==> src/pcs_pkg.sv <==
// Package with shared types, constants and codes of the PID step core.
`timescale 1ns / 1ps
`default_nettype none
package pcs_pkg;

  localparam int DataW    = 32;
  localparam int PerW     = 16;
  localparam int AddrW    = 5;
  localparam int QuoW     = DataW + 1;
  localparam int MulW     = DataW + 2;
  localparam int ProdW    = 2 * MulW;
  localparam int IntW     = 64;
  localparam int AccW     = 100;
  localparam int FracW    = 16;
  localparam int DivSteps = QuoW;
  localparam int CntW     = 6;

  localparam logic signed [DataW-1:0] KpRst      = 32'sd65536;
  localparam logic signed [DataW-1:0] KiRst      = '0;
  localparam logic signed [DataW-1:0] KdRst      = '0;
  localparam logic                    FixedRst   = 1'b1;
  localparam logic [PerW-1:0]         PeriodRst  = 16'd1;
  localparam logic                    LimEnRst   = 1'b0;
  localparam logic signed [DataW-1:0] OutLowRst  = 32'sh8000_0000;
  localparam logic signed [DataW-1:0] OutHighRst = 32'sh7FFF_FFFF;

  typedef enum logic [1:0] {
    ReqErrOnly = 2'd0,
    ReqRate    = 2'd1,
    ReqSum     = 2'd2,
    ReqAll     = 2'd3
  } req_type_e;

  typedef enum logic [2:0] {
    RegKp      = 3'd0,
    RegKi      = 3'd1,
    RegKd      = 3'd2,
    RegFixed   = 3'd3,
    RegPeriod  = 3'd4,
    RegLimEn   = 3'd5,
    RegOutLow  = 3'd6,
    RegOutHigh = 3'd7
  } reg_idx_e;

  typedef enum logic [3:0] {
    StIdle, StStart, StDiv, StEdt, StInteg, StKp, StKd, StKiLo, StKiHi, StLast, StFinish
  } state_e;

  typedef enum logic [2:0] {
    MulNone, MulEdt, MulKp, MulKd, MulKiLo, MulKiHi
  } mul_sel_e;

  typedef enum logic [2:0] {
    AccNone, AccAdd, AccSub, AccAddHi, AccInteg
  } acc_sel_e;

  typedef struct packed {
    logic signed [DataW-1:0] kp;
    logic signed [DataW-1:0] ki;
    logic signed [DataW-1:0] kd;
    logic                    fixed_interval;
    logic [PerW-1:0]         period;
    logic                    limit_enable;
    logic signed [DataW-1:0] out_low;
    logic signed [DataW-1:0] out_high;
  } cfg_t;

  typedef struct packed {
    logic     load;
    logic     div_step;
    mul_sel_e mul_sel;
    acc_sel_e acc_sel;
    logic     finish;
  } cmd_t;

  typedef struct packed {
    logic      first;
    req_type_e req_type;
    logic      div_last;
    logic      out_free;
  } sts_t;

endpackage
`default_nettype wire

==> src/pcs_cfg.sv <==
// APB-style configuration register file of the PID step core.
`timescale 1ns / 1ps
`default_nettype none
module pcs_cfg (
  input  wire logic                        clk_i,
  input  wire logic                        rst_ni,
  input  wire logic                        psel,
  input  wire logic                        penable,
  input  wire logic                        pwrite,
  input  wire logic [pcs_pkg::AddrW-1:0]   paddr,
  input  wire logic [pcs_pkg::DataW-1:0]   pwdata,
  output logic      [pcs_pkg::DataW-1:0]   prdata,
  output logic                             pready,
  output pcs_pkg::cfg_t                    cfg_o
);

  pcs_pkg::cfg_t    cfg_q;
  pcs_pkg::reg_idx_e idx;
  logic             wr;

  assign idx    = pcs_pkg::reg_idx_e'(paddr[pcs_pkg::AddrW-1:2]);
  assign wr     = psel & penable & pwrite;
  assign pready = 1'b1;
  assign cfg_o  = cfg_q;

  always_ff @(posedge clk_i or negedge rst_ni) begin
    if (!rst_ni) begin
      cfg_q.kp             <= pcs_pkg::KpRst;
      cfg_q.ki             <= pcs_pkg::KiRst;
      cfg_q.kd             <= pcs_pkg::KdRst;
      cfg_q.fixed_interval <= pcs_pkg::FixedRst;
      cfg_q.period         <= pcs_pkg::PeriodRst;
      cfg_q.limit_enable   <= pcs_pkg::LimEnRst;
      cfg_q.out_low        <= pcs_pkg::OutLowRst;
      cfg_q.out_high       <= pcs_pkg::OutHighRst;
    end else if (wr) begin
      case (idx)
        pcs_pkg::RegKp:      cfg_q.kp             <= $signed(pwdata);
        pcs_pkg::RegKi:      cfg_q.ki             <= $signed(pwdata);
        pcs_pkg::RegKd:      cfg_q.kd             <= $signed(pwdata);
        pcs_pkg::RegFixed:   cfg_q.fixed_interval <= pwdata[0];
        pcs_pkg::RegPeriod:  cfg_q.period         <= pwdata[pcs_pkg::PerW-1:0];
        pcs_pkg::RegLimEn:   cfg_q.limit_enable   <= pwdata[0];
        pcs_pkg::RegOutLow:  cfg_q.out_low        <= $signed(pwdata);
        pcs_pkg::RegOutHigh: cfg_q.out_high       <= $signed(pwdata);
        default: ;
      endcase
    end
  end

  always_comb begin
    case (idx)
      pcs_pkg::RegKp:      prdata = cfg_q.kp;
      pcs_pkg::RegKi:      prdata = cfg_q.ki;
      pcs_pkg::RegKd:      prdata = cfg_q.kd;
      pcs_pkg::RegFixed:   prdata = {{(pcs_pkg::DataW-1){1'b0}}, cfg_q.fixed_interval};
      pcs_pkg::RegPeriod:  prdata = {{(pcs_pkg::DataW-pcs_pkg::PerW){1'b0}}, cfg_q.period};
      pcs_pkg::RegLimEn:   prdata = {{(pcs_pkg::DataW-1){1'b0}}, cfg_q.limit_enable};
      pcs_pkg::RegOutLow:  prdata = cfg_q.out_low;
      pcs_pkg::RegOutHigh: prdata = cfg_q.out_high;
      default:             prdata = '0;
    endcase
  end

endmodule
`default_nettype wire

==> config.mk <==
export PLATFORM = sky130hd
export DESIGN_NAME = pcs_cfg
export DESIGN_NICKNAME = d
export VERILOG_FILES = /design/src/pcs_pkg.sv /design/src/pcs_cfg.sv
export SDC_FILE = /design/constraint.sdc
export NUM_CORES = 1
export LEC_CHECK = 0
export ABC_AREA = 1
export BUFFER_PORTS_ARGS = -buffer_cell sky130_fd_sc_hd__buf_2
export CAP_MARGIN = 20
export CORE_UTILIZATION = 52
export DETAILED_ROUTE_END_ITERATION = 8
export GPL_ROUTABILITY_DRIVEN = 0
export PLACE_DENSITY = 0.89
export SLEW_MARGIN = 40
export SYNTH_ARGS = -nofsm -noshare
export SYNTH_HDL_FRONTEND = slang
export SYNTH_SLANG_ARGS = --single-unit
==> constraint.sdc <==
create_clock -name clk_i -period 2.4 [get_ports clk_i]
set_clock_uncertainty 0.15 [all_clocks]
set_input_delay 0 -clock clk_i [delete_from_list [all_inputs] [get_ports clk_i]]
set_output_delay 0 -clock clk_i [all_outputs]
set_load 0.01 [all_outputs]
Yosys cells after proc, flatten, opt, wreduce, memory -nomap -nowiden
Index checks and enable logic that the tools add are counted. W data, S select, Z words.

Flip-flop bits (word level): 178. Input port bits: 42. Output and inout port bits: 211. Word-level logic and storage cells: 27.

Equal/unequal tests: 7. Multiplexer cells: 1. Bitwise operators: 2. Reductions and logical operators: 9.

Operators with widths (count): $pmux W32 S8 (1); $reduce_and A2 Y1 (8); $eq A3 B3 Y1 const B (4); $eq A3 B2 Y1 const B (2); $eq A3 B1 Y1 const B (1); $logic_not A3 Y1 (1); $and A1 B1 Y1 (2).

Logic depth before layout (Yosys ltp)
Depth in word-level cells: 3. Gate-level depth with buffers: 8. Depth with buffers taken out: 6.

Worst setup path after synthesis
OpenSTA, ideal clock, no wires.

Path type: input-to-reg. Start point: in paddr[3] (netlist bit). End point: reg cfg_q, in the netlist cfg_o[85]. Setup time: 123 ps. Arrival: 904 ps. Data required time: 2127 ps. Path slack: 1224 ps. Stages: 7. Path buffers: 2. Cells stage by stage: buf_4 > inv_1 > nor3_4 > nand2_2 > buf_2 > nand2_1 > o21ai_1.

Longest elaborated chain between the ends: 2.

Ends and longest elaborated chain: from (decl) (RTL line pcs_cfg.sv:10) `input wire logic [pcs_pkg::AddrW-1:0] paddr,`; $eq A3 B2 Y1 (RTL line pcs_cfg.sv:37) `case (idx)`; $reduce_and A2 Y1 (no source line); to (decl) (RTL line pcs_cfg.sv:17) `pcs_pkg::cfg_t cfg_q;`.

Every way passes these cells. A chain may end at the register's enable or synchronous reset.

Worst setup path in the final report
Start point: in paddr[2] (netlist bit). End point: out prdata[29] (netlist bit).

Longest elaborated chain between the ends: 2. Elaborated cells on any way between the ends: 9. Classes of those cells: eq/ne (7); mux (1); reduce/logical (1).

Ends and longest elaborated chain: $eq A3 B3 Y1, or another cell as far along (RTL line pcs_cfg.sv:52) `case (idx)`; $pmux W32 S8 * (RTL line pcs_cfg.sv:52); to (decl) (RTL line pcs_cfg.sv:12) `output logic [pcs_pkg::DataW-1:0] prdata,`.

Mark *: on every way between the ends. The rest lies on a longest branch, timed or not.

==> impl_metrics.ini <==
[status]
status = complete, no violations

[layout]
drive_gt1_share_pct = 28.24
final_cells = 1468
syn_to_final_growth_pct = 29.18
largest_register_ff_count = 178
antenna_cells = 0
fin_nets = 1286

[synthesis]
netlist_area_um2 = 8172
synth.distinct_cells = 27
synth_cells = 982
synth.avg_cell_area_um2 = 8.321
synth_warnings = 0
synthesis.nets = 1024
yosysSeqAreaShare_pct = 55.05
synth-seq-cells = 178

[routing]
first_iter_violations = 644
ant_nets = 0
totalWireLength_mm = 25.81
first_pass_iters = 5
vias = 8185
drc = 0
vias_per_cell = 5.576
routedWlPerCell_um = 17.58

[cts]
cts_resized = 0
clk_pin_slew_ns = 0.06
clk_latency_ns = 0.42
post_cts_buffers = 0
cts_hold_buf = 34
cts_buffer_depth = 2
cts_max_level = 4
cts_sinks = 178
root_buffer = clkbuf_16
cts_inserted_buffers = 17
cts_tree = yes

[floorplanning]
ios = 253
start_util_pct = 53.55
die_w_um = 127.4
die_h_um = 127.4
dieArea_um2 = 16220
core_um2 = 15260
rows = 45

[global_routing]
grt_pass1_vias = 7802
grt.overflow.total = 0
grt_pass1_wl_mm = 40.70
antenna_found_initial = 0
grt_start_max_net_pins = 75
grt.total_usage_pct = 32.87

[timing]
fmax_mhz = 474.3
finalCriticalPeriod_ns = 2.108
finalSetupViolations = 0
worst_slew_pin_slew_ns = 0.5904
finalCritPeriodShare_pct = 87.85
fin_setup_tns_ns = 0
maxSlewViolCount = 0
hold_viol = 0
slew_headroom_pct = 60.64
rsz0062_at_grt = no

[hold_path]
hp-class = in2async

[power_and_ir_drop]
max-vdd-ir-drop_mv = 0.4978
p_total_w = 0.009110
leakagePower_nw = 5.546
cellPowerDensity_nw_per_um2 = 863.0

[worst_setup_path]
cp_data_required_time_ns = 2.25
start_kind = input port
worstSetupEndpointType = output port
arrival_ns = 1.96
cp_max_fo = 19
worstSetupPathType = in2out

[placement]
place_hpwl_mm = 16.49
dp.cells = 1402
portBuffers = 249

[run]
cap_violations = 0
==> power breakdown <==
part	internal, W	switching (W)
clock	0.00159	0.00115
sequential	0.00369	0.000487
combinational	0.000890	0.00131
total	0.00616	0.00295
==> cell type report <==
class	count	area, um^2
multi-input combinational	667	3089
clock inverter	9	106.4
fill	1214	4702
sequential	178	4498
inverter	68	257.7
tap	211	264.0
timing repair buffer	312	1873
clock buffer	23	467.9
==> worst max-delay path: stages <==
cell	delay [ns]
dlygate4sd3_1	0.55
buf_2	0.19
buf_4	0.24
nor3_4	0.21
buf_4	0.31
nand2_1	0.13
nand2_1	0.10
nor2_1	0.04
nand2_1	0.06
buf_2	0.12
==> cell families (layout without fill, tap and decap cells) <==
| logic type | count (synthesis) | in the layout | synth area share, % |
|---|---|---|---|
| AOI/OAI and AO/OA | 194 | 194 | 11.88 |
| buffers and inverters | 137 | 412 | 7.150 |
| DFF | 178 | 178 | 55.05 |
| other | 1 | 1 | 0.04589 |
| and+or+nand+nor | 472 | 472 | 25.88 |
==> synthesized netlist by cell type <==
master    count  share of area [%]
buf_1         9               0.41
nand2_1     292                 13
o21ai_0      49                3.0
nor3_1        1              0.061
dfrtp_1     143                 44
nor2_1       68                3.1
nand2_2       4               0.31
inv_4         1              0.077
inv_2         2              0.092
nor3_4        3               0.60
nand3_4       1               0.21
inv_1        65                3.0
nand4_1      81                6.2
dfstp_2      35                 11
a21oi_1      17                1.0
conb_1        1              0.046
o21ai_1     128                7.8
nand3_1       4               0.24
nor2_2        1              0.077
buf_6         1               0.14
clkbuf_1     17               0.78
nand3b_1     15                1.4
nor2_4        1               0.14
buf_2        38                2.3
clkbuf_2      1              0.061
buf_4         3               0.28
nor3_2        1               0.12
==> path summary, 6_finish.rpt <==
check | cells past startpoint | slack (ns) | from | end
max in group asynchronous | 3 | 1.18 | rst_ni | cfg_o[17]$_DFFE_PN1P_
min in group clk_i | 6 | 0.02 | paddr[3] | cfg_o[64]$_DFFE_PN0P_
hold / removal | 2 | 0.01 | rst_ni | cfg_o[52]$_DFFE_PN0P_
hold reg to reg | 2 | 0.33 | cfg_o[6]$_DFFE_PN1P_ | cfg_o[6]$_DFFE_PN1P_
setup / recovery | 10 | 0.29 | paddr[2] | prdata[29]
setup reg to reg | 2 | 1.44 | cfg_o[7]$_DFFE_PN1P_ | cfg_o[7]$_DFFE_PN1P_
==> stage by stage <==
stage / setup WS [ns] / utilization (%) / area (um^2) / hold WS, ns
finish: 0.2916 / 69.18 / 10560 / 0.01132
global route: 0.1586 / 69.18 / 10560 / 0.04819
CTS: 0.2850 / 69.18 / 10560 / 0.01315
detailed placement: 0.6134 / 63.19 / 9642 / -0.1378
global placement: 0.6707 / 63.19 / 9642 / -0.1449
floorplan: 1.224 / - / 8172 / -0.4456
==> per-layer routing <==
| metal | vias to the layer above | wire, um | global-route usage [%] |
|---|---|---|---|
| met5 | - | 0 | 0 |
| met3 | 81 | 2525 | 8.124 |
| met1 | 3859 | 10230 | 41.84 |
| met2 | 486 | 12150 | 52.78 |
| met4 | 0 | 909 | 16.04 |
| li1 | 3759 | - | - |
==> placed cells by master, fill, tap and decap left out, drive strengths merged, types with 5 or more instances in the layout <==
master	instances
a21oi	17
inv	68
nand3b	15
o21ai	177
nor3	5
nor2	70
nand2	296
buf	278
dfstp	35
dlygate4sd3	34
nand4	81
clkbuf	23
dfrtp	143
nand3	5
No activity file was read; power rests on OpenSTA's default activity.
