## config.mk

```make
export PLATFORM = sky130hd
export DESIGN_NAME = pcs_ctrl
export DESIGN_NICKNAME = d
export VERILOG_FILES = /design/src/pcs_pkg.sv /design/src/pcs_ctrl.sv
export SDC_FILE = /design/constraint.sdc
export NUM_CORES = 1
export LEC_CHECK = 0
export BUFFER_PORTS_ARGS = -buffer_cell sky130_fd_sc_hd__buf_2
export CAP_MARGIN = 5
export CORE_AREA = 2 2 39 41
export CTS_CLUSTER_SIZE = 30
export DETAILED_ROUTE_END_ITERATION = 8
export DIE_AREA = 0 0 41 43
export PLACE_DENSITY = 0.66
export SLEW_MARGIN = 20
export SYNTH_ARGS = -nofsm -noshare
export SYNTH_HDL_FRONTEND = slang
export SYNTH_SLANG_ARGS = --single-unit
```

## constraint.sdc

```tcl
create_clock -name clk_i -period 1.9 [get_ports clk_i]
set_input_delay 0.475 -clock clk_i [delete_from_list [all_inputs] [get_ports clk_i]]
set_output_delay 0.475 -clock clk_i [all_outputs]
set_load 0.005 [all_outputs]
```

## src/pcs_pkg.sv

```systemverilog
// Package with shared types, constants and codes of the PID step core.
`timescale 1ns / 1ps
`default_nettype none
package pcs_pkg;

  localparam int DataW    = 32;
  localparam int PerW     = 16;
  localparam int AddrW    = 5;
  localparam int QuoW     = DataW + 1;
  localparam int MulW     = DataW + 2;
  localparam int ProdW    = 2 * MulW;
  localparam int IntW     = 64;
  localparam int AccW     = 100;
  localparam int FracW    = 16;
  localparam int DivSteps = QuoW;
  localparam int CntW     = 6;

  localparam logic signed [DataW-1:0] KpRst      = 32'sd65536;
  localparam logic signed [DataW-1:0] KiRst      = '0;
  localparam logic signed [DataW-1:0] KdRst      = '0;
  localparam logic                    FixedRst   = 1'b1;
  localparam logic [PerW-1:0]         PeriodRst  = 16'd1;
  localparam logic                    LimEnRst   = 1'b0;
  localparam logic signed [DataW-1:0] OutLowRst  = 32'sh8000_0000;
  localparam logic signed [DataW-1:0] OutHighRst = 32'sh7FFF_FFFF;

  typedef enum logic [1:0] {
    ReqErrOnly = 2'd0,
    ReqRate    = 2'd1,
    ReqSum     = 2'd2,
    ReqAll     = 2'd3
  } req_type_e;

  typedef enum logic [2:0] {
    RegKp      = 3'd0,
    RegKi      = 3'd1,
    RegKd      = 3'd2,
    RegFixed   = 3'd3,
    RegPeriod  = 3'd4,
    RegLimEn   = 3'd5,
    RegOutLow  = 3'd6,
    RegOutHigh = 3'd7
  } reg_idx_e;

  typedef enum logic [3:0] {
    StIdle, StStart, StDiv, StEdt, StInteg, StKp, StKd, StKiLo, StKiHi, StLast, StFinish
  } state_e;

  typedef enum logic [2:0] {
    MulNone, MulEdt, MulKp, MulKd, MulKiLo, MulKiHi
  } mul_sel_e;

  typedef enum logic [2:0] {
    AccNone, AccAdd, AccSub, AccAddHi, AccInteg
  } acc_sel_e;

  typedef struct packed {
    logic signed [DataW-1:0] kp;
    logic signed [DataW-1:0] ki;
    logic signed [DataW-1:0] kd;
    logic                    fixed_interval;
    logic [PerW-1:0]         period;
    logic                    limit_enable;
    logic signed [DataW-1:0] out_low;
    logic signed [DataW-1:0] out_high;
  } cfg_t;

  typedef struct packed {
    logic     load;
    logic     div_step;
    mul_sel_e mul_sel;
    acc_sel_e acc_sel;
    logic     finish;
  } cmd_t;

  typedef struct packed {
    logic      first;
    req_type_e req_type;
    logic      div_last;
    logic      out_free;
  } sts_t;

endpackage
`default_nettype wire

```

## src/pcs_ctrl.sv

```systemverilog
// Sequencing state machine of the PID step core.
`timescale 1ns / 1ps
`default_nettype none
module pcs_ctrl (
  input  wire logic          clk_i,
  input  wire logic          rst_ni,
  input  wire logic          in_valid_i,
  output logic               in_ready_o,
  input  wire pcs_pkg::sts_t sts_i,
  output pcs_pkg::cmd_t      cmd_o
);

  pcs_pkg::state_e state_q, state_d;
  logic            need_div, need_int;

  assign need_div = !sts_i.first &&
                    (sts_i.req_type == pcs_pkg::ReqErrOnly || sts_i.req_type == pcs_pkg::ReqSum);
  assign need_int = !sts_i.first &&
                    (sts_i.req_type == pcs_pkg::ReqErrOnly || sts_i.req_type == pcs_pkg::ReqRate);

  always_ff @(posedge clk_i or negedge rst_ni) begin
    if (!rst_ni) begin
      state_q <= pcs_pkg::StIdle;
    end else begin
      state_q <= state_d;
    end
  end

  always_comb begin
    state_d       = state_q;
    in_ready_o    = 1'b0;
    cmd_o.load    = 1'b0;
    cmd_o.div_step = 1'b0;
    cmd_o.mul_sel = pcs_pkg::MulNone;
    cmd_o.acc_sel = pcs_pkg::AccNone;
    cmd_o.finish  = 1'b0;
    case (state_q)
      pcs_pkg::StIdle: begin
        in_ready_o = 1'b1;
        if (in_valid_i) begin
          cmd_o.load = 1'b1;
          state_d    = pcs_pkg::StStart;
        end
      end
      pcs_pkg::StStart: begin
        if (need_div) begin
          state_d = pcs_pkg::StDiv;
        end else if (need_int) begin
          state_d = pcs_pkg::StEdt;
        end else begin
          state_d = pcs_pkg::StKp;
        end
      end
      pcs_pkg::StDiv: begin
        cmd_o.div_step = 1'b1;
        if (sts_i.div_last) begin
          state_d = need_int ? pcs_pkg::StEdt : pcs_pkg::StKp;
        end
      end
      pcs_pkg::StEdt: begin
        cmd_o.mul_sel = pcs_pkg::MulEdt;
        state_d       = pcs_pkg::StInteg;
      end
      pcs_pkg::StInteg: begin
        cmd_o.acc_sel = pcs_pkg::AccInteg;
        cmd_o.mul_sel = pcs_pkg::MulKp;
        state_d       = pcs_pkg::StKd;
      end
      pcs_pkg::StKp: begin
        cmd_o.mul_sel = pcs_pkg::MulKp;
        state_d       = pcs_pkg::StKd;
      end
      pcs_pkg::StKd: begin
        cmd_o.mul_sel = pcs_pkg::MulKd;
        cmd_o.acc_sel = pcs_pkg::AccAdd;
        state_d       = pcs_pkg::StKiLo;
      end
      pcs_pkg::StKiLo: begin
        cmd_o.mul_sel = pcs_pkg::MulKiLo;
        cmd_o.acc_sel = pcs_pkg::AccSub;
        state_d       = pcs_pkg::StKiHi;
      end
      pcs_pkg::StKiHi: begin
        cmd_o.mul_sel = pcs_pkg::MulKiHi;
        cmd_o.acc_sel = pcs_pkg::AccAdd;
        state_d       = pcs_pkg::StLast;
      end
      pcs_pkg::StLast: begin
        cmd_o.acc_sel = pcs_pkg::AccAddHi;
        state_d       = pcs_pkg::StFinish;
      end
      pcs_pkg::StFinish: begin
        if (sts_i.out_free) begin
          cmd_o.finish = 1'b1;
          state_d      = pcs_pkg::StIdle;
        end
      end
      default: state_d = pcs_pkg::StIdle;
    endcase
  end

endmodule
`default_nettype wire

```

# After elaboration in Yosys (flattened, before gate mapping)
# Cells that the tools add are included.
[word_totals]
input_bits = 8
regBits = 4
word_cells = 40
[op_classes]
eq_ne = 15
muxes = 14
n_reduce_logical = 10
[ops]
columns = ["op", "n"]
rows = [
  ["one-hot mux 4 bit (10 select lines)", 1],
  ["== test 4 x 3 -> 1 bit, second input constant", 4],
  ["one-hot mux 3 bit (5 select lines)", 1],
  ["== test 4 bit, second input constant", 3],
  ["2-to-1 mux 4 bit", 3],
  ["one-hot mux 3 bit (4 select lines)", 1],
  ["== test 4 x 2 -> 1 bit, second input constant", 2],
  ["2-to-1 mux 1 bit", 6],
  ["2-to-1 mux 3 bit", 2],
  ["inequality test 2 bit, second input constant", 3],
  ["== test 4 x 1 -> 1 bit, second input constant", 1],
  ["logical NOT 4 bit", 1],
  ["OR reduction 2 bit", 2],
  ["AND reduction 3 bit", 1],
  ["== test 2 x 1 -> 1 bit, second input constant", 1],
  ["== test 2 bit, second input constant", 1],
  ["logical AND 1 bit", 2],
  ["logical NOT 2 bit", 1],
  ["logical OR 1 bit", 2],
  ["logical NOT 1 bit", 1],
]

# Longest topological paths before layout
[depth]
word_depth = 6
mapped_depth = 6
ltp_nobuf = 4

# Worst setup path before layout
# No wires, ideal clock.
[synth_timing]
kind = "register to output"
startpoint = "register state_q[3]"
endpoint = "output port cmd_o[8] (netlist name)"
path_buffers = 2
t_arrival_ns = 1.130
stages_incl_launch_ff = 6
required_time_ns = 1.425
setup_slack_ns = 0.295
path_cell_list = "dfrtp_1 buf_6 or2_1 buf_6 nor2_1 and2_1"
[synth_lines]
columns = ["item", "line", "source"]
rows = [
  ["start, declared", "pcs_ctrl.sv:13", "pcs_pkg::state_e state_q, state_d;"],
  ["start signal, assigned", "pcs_ctrl.sv:23", "state_q <= pcs_pkg::StIdle;"],
  ["start signal, assigned", "pcs_ctrl.sv:25", "state_q <= state_d;"],
  ["end, declared", "pcs_ctrl.sv:10", "output pcs_pkg::cmd_t cmd_o"],
]

==> reports/qor_table.md <==
| Quantity | Reported | Unit |
|---|---|---|
| Launching element type of the critical path | flip-flop | - |
| Internal power component | 0.722 | mW |
| Clock Tree Root | sky130_fd_sc_hd__clkbuf_4 | - |
| Distinct cell type count of the synthesized netlist | 26 | - |
| CTS tree | built | - |
| Number of standard cells after synthesis | 51 | - |
| Largest reg by FF count | state_q | - |
| Final-layout worst hold slack | 0.0401 | ns |
| Slack of the worst reg-to-reg path | 0.34 | ns |
| Yosys warns | 0 | - |
| Net switching share of the total power | 0.417 | - |
| Number of buffers added by the clock tree synthesis step | 3 | - |
| Die Area | 1760 | um^2 |
| Later-pin clock latency in the skew report | 0.23 | ns |
| First-pass iteration count of the detailed router | 4 | - |
| Worst Max-Slew Pin Slew | 0.428 | ns |
| First-pass GRT wire length | 1520 | um |
| Unrepaired setup endpoints after global routing | true | - |
| Count of vias placed by the detailed router | 449 | - |
| Number of antenna violations at the first check in global routing | 0 | - |
| Combinational share of power | 0.734 | - |
| WS Path Type | flip-flop to output port | - |
| Reg2reg end | state_q[0] | - |
| Floorplan row count | 14 | - |
| Max rail drop VDD | 0.000517 | V |
| Number of sinks driven by the clock tree | 4 | - |
| Worst Path Arrival | 1.41 | ns |
| Sum of overflow across all layers after global routing | 0 | - |
| FFs w/ async S/R, synth | 1.00 | - |
| Sequential Power Share | 0.184 | - |
| Fraction of final layout cells with drive strength greater than 1 | 0.566 | - |
| Final count of negative-setup-slack endpoints | 0 | - |
| Max-Slew Margin vs Limit | 0.714 | - |
| Placeable core region | 1380 | um^2 |
| Kind of path behind the tightest hold check | primary input to async pin | - |
| Port Buffer Count | 17 | - |
| Total power consumption of the routed design | 1.24 | mW |
| Final Max Tran Viols | 0 | - |
| Final wirelength | 1100 | um |
| Detailed placer's ending HPWL | 770 | um |
| Top-Level Pins | 18 | - |
| Switch Pwr | 0.517 | mW |
| Largest registers in the final layout | state_q (4) | - |
| Max Buffers Root-to-Sink | 2 | - |
| Die Ht | 43 | um |
| Time the final worst path needs with I/O delays and setup | 1.89 | ns |
| Flip-flop count of the largest register after layout | 4 | - |
| Maximum capacitance violations | 0 | - |
| Reg-to-Reg Start | state_q[0] | - |
| Post-synthesis average cell area | 8.39 | um^2 |
| Number of global-route vias before repair | 372 | - |
| Total power per unit cell area | 1960 | nW/um^2 |
| Maximum fanout along the worst path | 8 | - |
| Register-to-Register Path Depth | 4 | - |
| Weighted congestion at the end of routability-driven global placement | 0.765 | - |
| Cell types with the largest area share after synthesis | sky130_fd_sc_hd__dfrtp_1 (23%), sky130_fd_sc_hd__o22ai_1 (5.8%), sky130_fd_sc_hd__buf_6 (5.3%) | - |
| Pin count of the biggest net entering global routing | 10 | - |
| Clk pwr share | 0.082 | - |
| Prevailing post-synth register cell | sky130_fd_sc_hd__dfrtp_1 | - |
| Most numerous cell in the Yosys netlist | sky130_fd_sc_hd__nor2_1 | - |
| DIE WIDTH | 41 | um |
| Total Routing Usage GR | 0.134 | - |
| Clock slew at the register clock pins of the worst setup and hold paths | 0.04 | ns |
| Post-synth top area cell | sky130_fd_sc_hd__dfrtp_1 | - |
| Number of nets at the end of the flow | 86 | - |
| Vias per cell | 4.88 | - |
| DRC violation count after routing | 0 | - |
| Share of the synthesized area in the top cell type | 0.234 | - |
| Clock skew after layout | 0.00159 | ns |
| Wire per inst | 12.0 | um |
| Number of flops mapped to enable cells by yosys | 0 | - |
| Total count of hold-check failures in the final report | 0 | - |
| Critical path endpoint category | output port | - |
| Cell area after synthesis | 428 | um^2 |
| Total number of H-tree levels | 1 | - |
| Run status | finished, final reports clean | - |
| Top cells by instance count after synthesis | sky130_fd_sc_hd__nor2_1 (6), sky130_fd_sc_hd__dfrtp_1 (4), sky130_fd_sc_hd__o22ai_1 (4) | - |
| Initial core utilization | 0.309 | - |
| Number of synthesized register bits | 4 | - |
| Data required time at the worst endpoint | 1.42 | ns |
| Initial DRC Count | 2 | - |
| Upper clock frequency limit | 530 | MHz |
| Relative area change from synthesis to final layout | 48.0 | % |
| Antenna diode count | 0 | - |
| Number of nets in the synthesized netlist | 59 | - |
| Fraction of the yosys area taken by sequential cells | 0.234 | - |
| Portion of the clock cycle consumed by the worst path in the final layout | 0.992 | - |
| Finished Core Util | 0.458 | - |
| Antenna violation net count after detailed routing | 0 | - |
| Standby leakage power | 0.304 | nW |
## critical path, cell delays in order, from the launching register on
cell and delay [ns]:
sky130_fd_sc_hd__dfrtp_2 0.44, sky130_fd_sc_hd__nand2b_4 0.17, sky130_fd_sc_hd__mux2_4 0.28, sky130_fd_sc_hd__o22ai_2 0.15, sky130_fd_sc_hd__buf_2 0.15
## worst max path at each step
stage / start / end / slack (ns) / cells after the start
finish: state_q[2] / cmd_o[4] / 0.01 / 4
global route: state_q[2] / cmd_o[4] / -0.04 / 4
floorplan: state_q[3] / cmd_o[8] / 0.30 / 5
CTS: state_q[2] / cmd_o[4] / 0.01 / 4
global placement: state_q[2] / cmd_o[4] / 0.20 / 4
detailed placement: state_q[2] / cmd_o[4] / 0.17 / 4
## routing by layer
metal | track usage | routed length [um] | vias to the layer above
li1 | - | - | 233
met1 | 0.120 | 417 | 205
met2 | 0.225 | 647 | 11
met3 | 0.0471 | 35 | 0
met4 | 0.100 | 0 | 0
met5 | 0 | 0 | -
## area by class of cell
cell class / count / area [um^2]
Clock buffer: 3 / 22.5
Fill cell: 132 / 751
Inverter: 1 / 3.75
Multi-Input combinational cell: 41 / 312
Sequential cell: 4 / 103
Tap cell: 16 / 20.0
Timing Repair Buffer: 27 / 173
## what timing repair did
action                                  CTS  global route
resized for setup                         4             4
buffers inserted                          2             5
hold buffers                              0             0
endpoints found under the hold margin     0             0
endpoints found under the setup margin    3             3
## metrics by stage
| step | worst slack (ns) | TNS [ns] | instances | instance area [um^2] |
|---|---|---|---|---|
| 3_3_place_gp | 0.198 | 0 | 82 | 513 |
| 3_5_place_dp | 0.168 | 0 | 82 | 513 |
| 5_1_grt | -0.0428 | -0.0428 | 92 | 633 |
| 2_1_floorplan | 0.295 | 0 | 51 | 428 |
| 4_1_cts | 0.0149 | 0 | 87 | 563 |
| 6_report | 0.0149 | 0 | 92 | 633 |
## layout by cell type (no fill, tap or decap)
cell / count
sky130_fd_sc_hd__buf_2: 17
sky130_fd_sc_hd__buf_4: 9
sky130_fd_sc_hd__nor2_1: 6
sky130_fd_sc_hd__o22ai_1: 3
sky130_fd_sc_hd__nand2_1: 3
sky130_fd_sc_hd__o21a_1: 3
sky130_fd_sc_hd__clkbuf_4: 3
sky130_fd_sc_hd__nand2b_4: 2
sky130_fd_sc_hd__or2_4: 2
sky130_fd_sc_hd__a21oi_1: 2
sky130_fd_sc_hd__nor3_1: 2
sky130_fd_sc_hd__and2_1: 2
sky130_fd_sc_hd__xor2_1: 2
sky130_fd_sc_hd__dfrtp_1: 2
sky130_fd_sc_hd__dfrtp_2: 2
sky130_fd_sc_hd__mux2_4: 1
sky130_fd_sc_hd__nor2b_1: 1
sky130_fd_sc_hd__nand2b_1: 1
sky130_fd_sc_hd__o22ai_2: 1
sky130_fd_sc_hd__inv_1: 1
sky130_fd_sc_hd__mux2_2: 1
sky130_fd_sc_hd__o32ai_1: 1
sky130_fd_sc_hd__and2b_4: 1
sky130_fd_sc_hd__a2111oi_2: 1
sky130_fd_sc_hd__o21ai_0: 1
sky130_fd_sc_hd__o31ai_4: 1
sky130_fd_sc_hd__nor2_2: 1
sky130_fd_sc_hd__or3b_1: 1
sky130_fd_sc_hd__a211oi_1: 1
sky130_fd_sc_hd__o211ai_1: 1
sky130_fd_sc_hd__buf_12: 1
## cell families after synthesis
family / count (synthesis) / synth area share
compound gates: 15 / 0.287
xor+xnor: 2 / 0.0409
buf+inv: 6 / 0.108
flops: 4 / 0.234
mux: 2 / 0.0526
simple gates: 22 / 0.278
## power by group through the flow
| stage | Sequential (mW) | Combinational [mW] | Clock [mW] |
|---|---|---|---|
| detailed placement | 0.221 | 0.673 | 0 |
| finish | 0.228 | 0.910 | 0.102 |
| global placement | 0.219 | 0.667 | 0 |
| global route | 0.239 | 0.999 | 0.112 |
| CTS | 0.221 | 0.743 | 0.106 |
| floorplan | 0.149 | 0.605 | 0 |
Power figures use the tool's default switching activity.
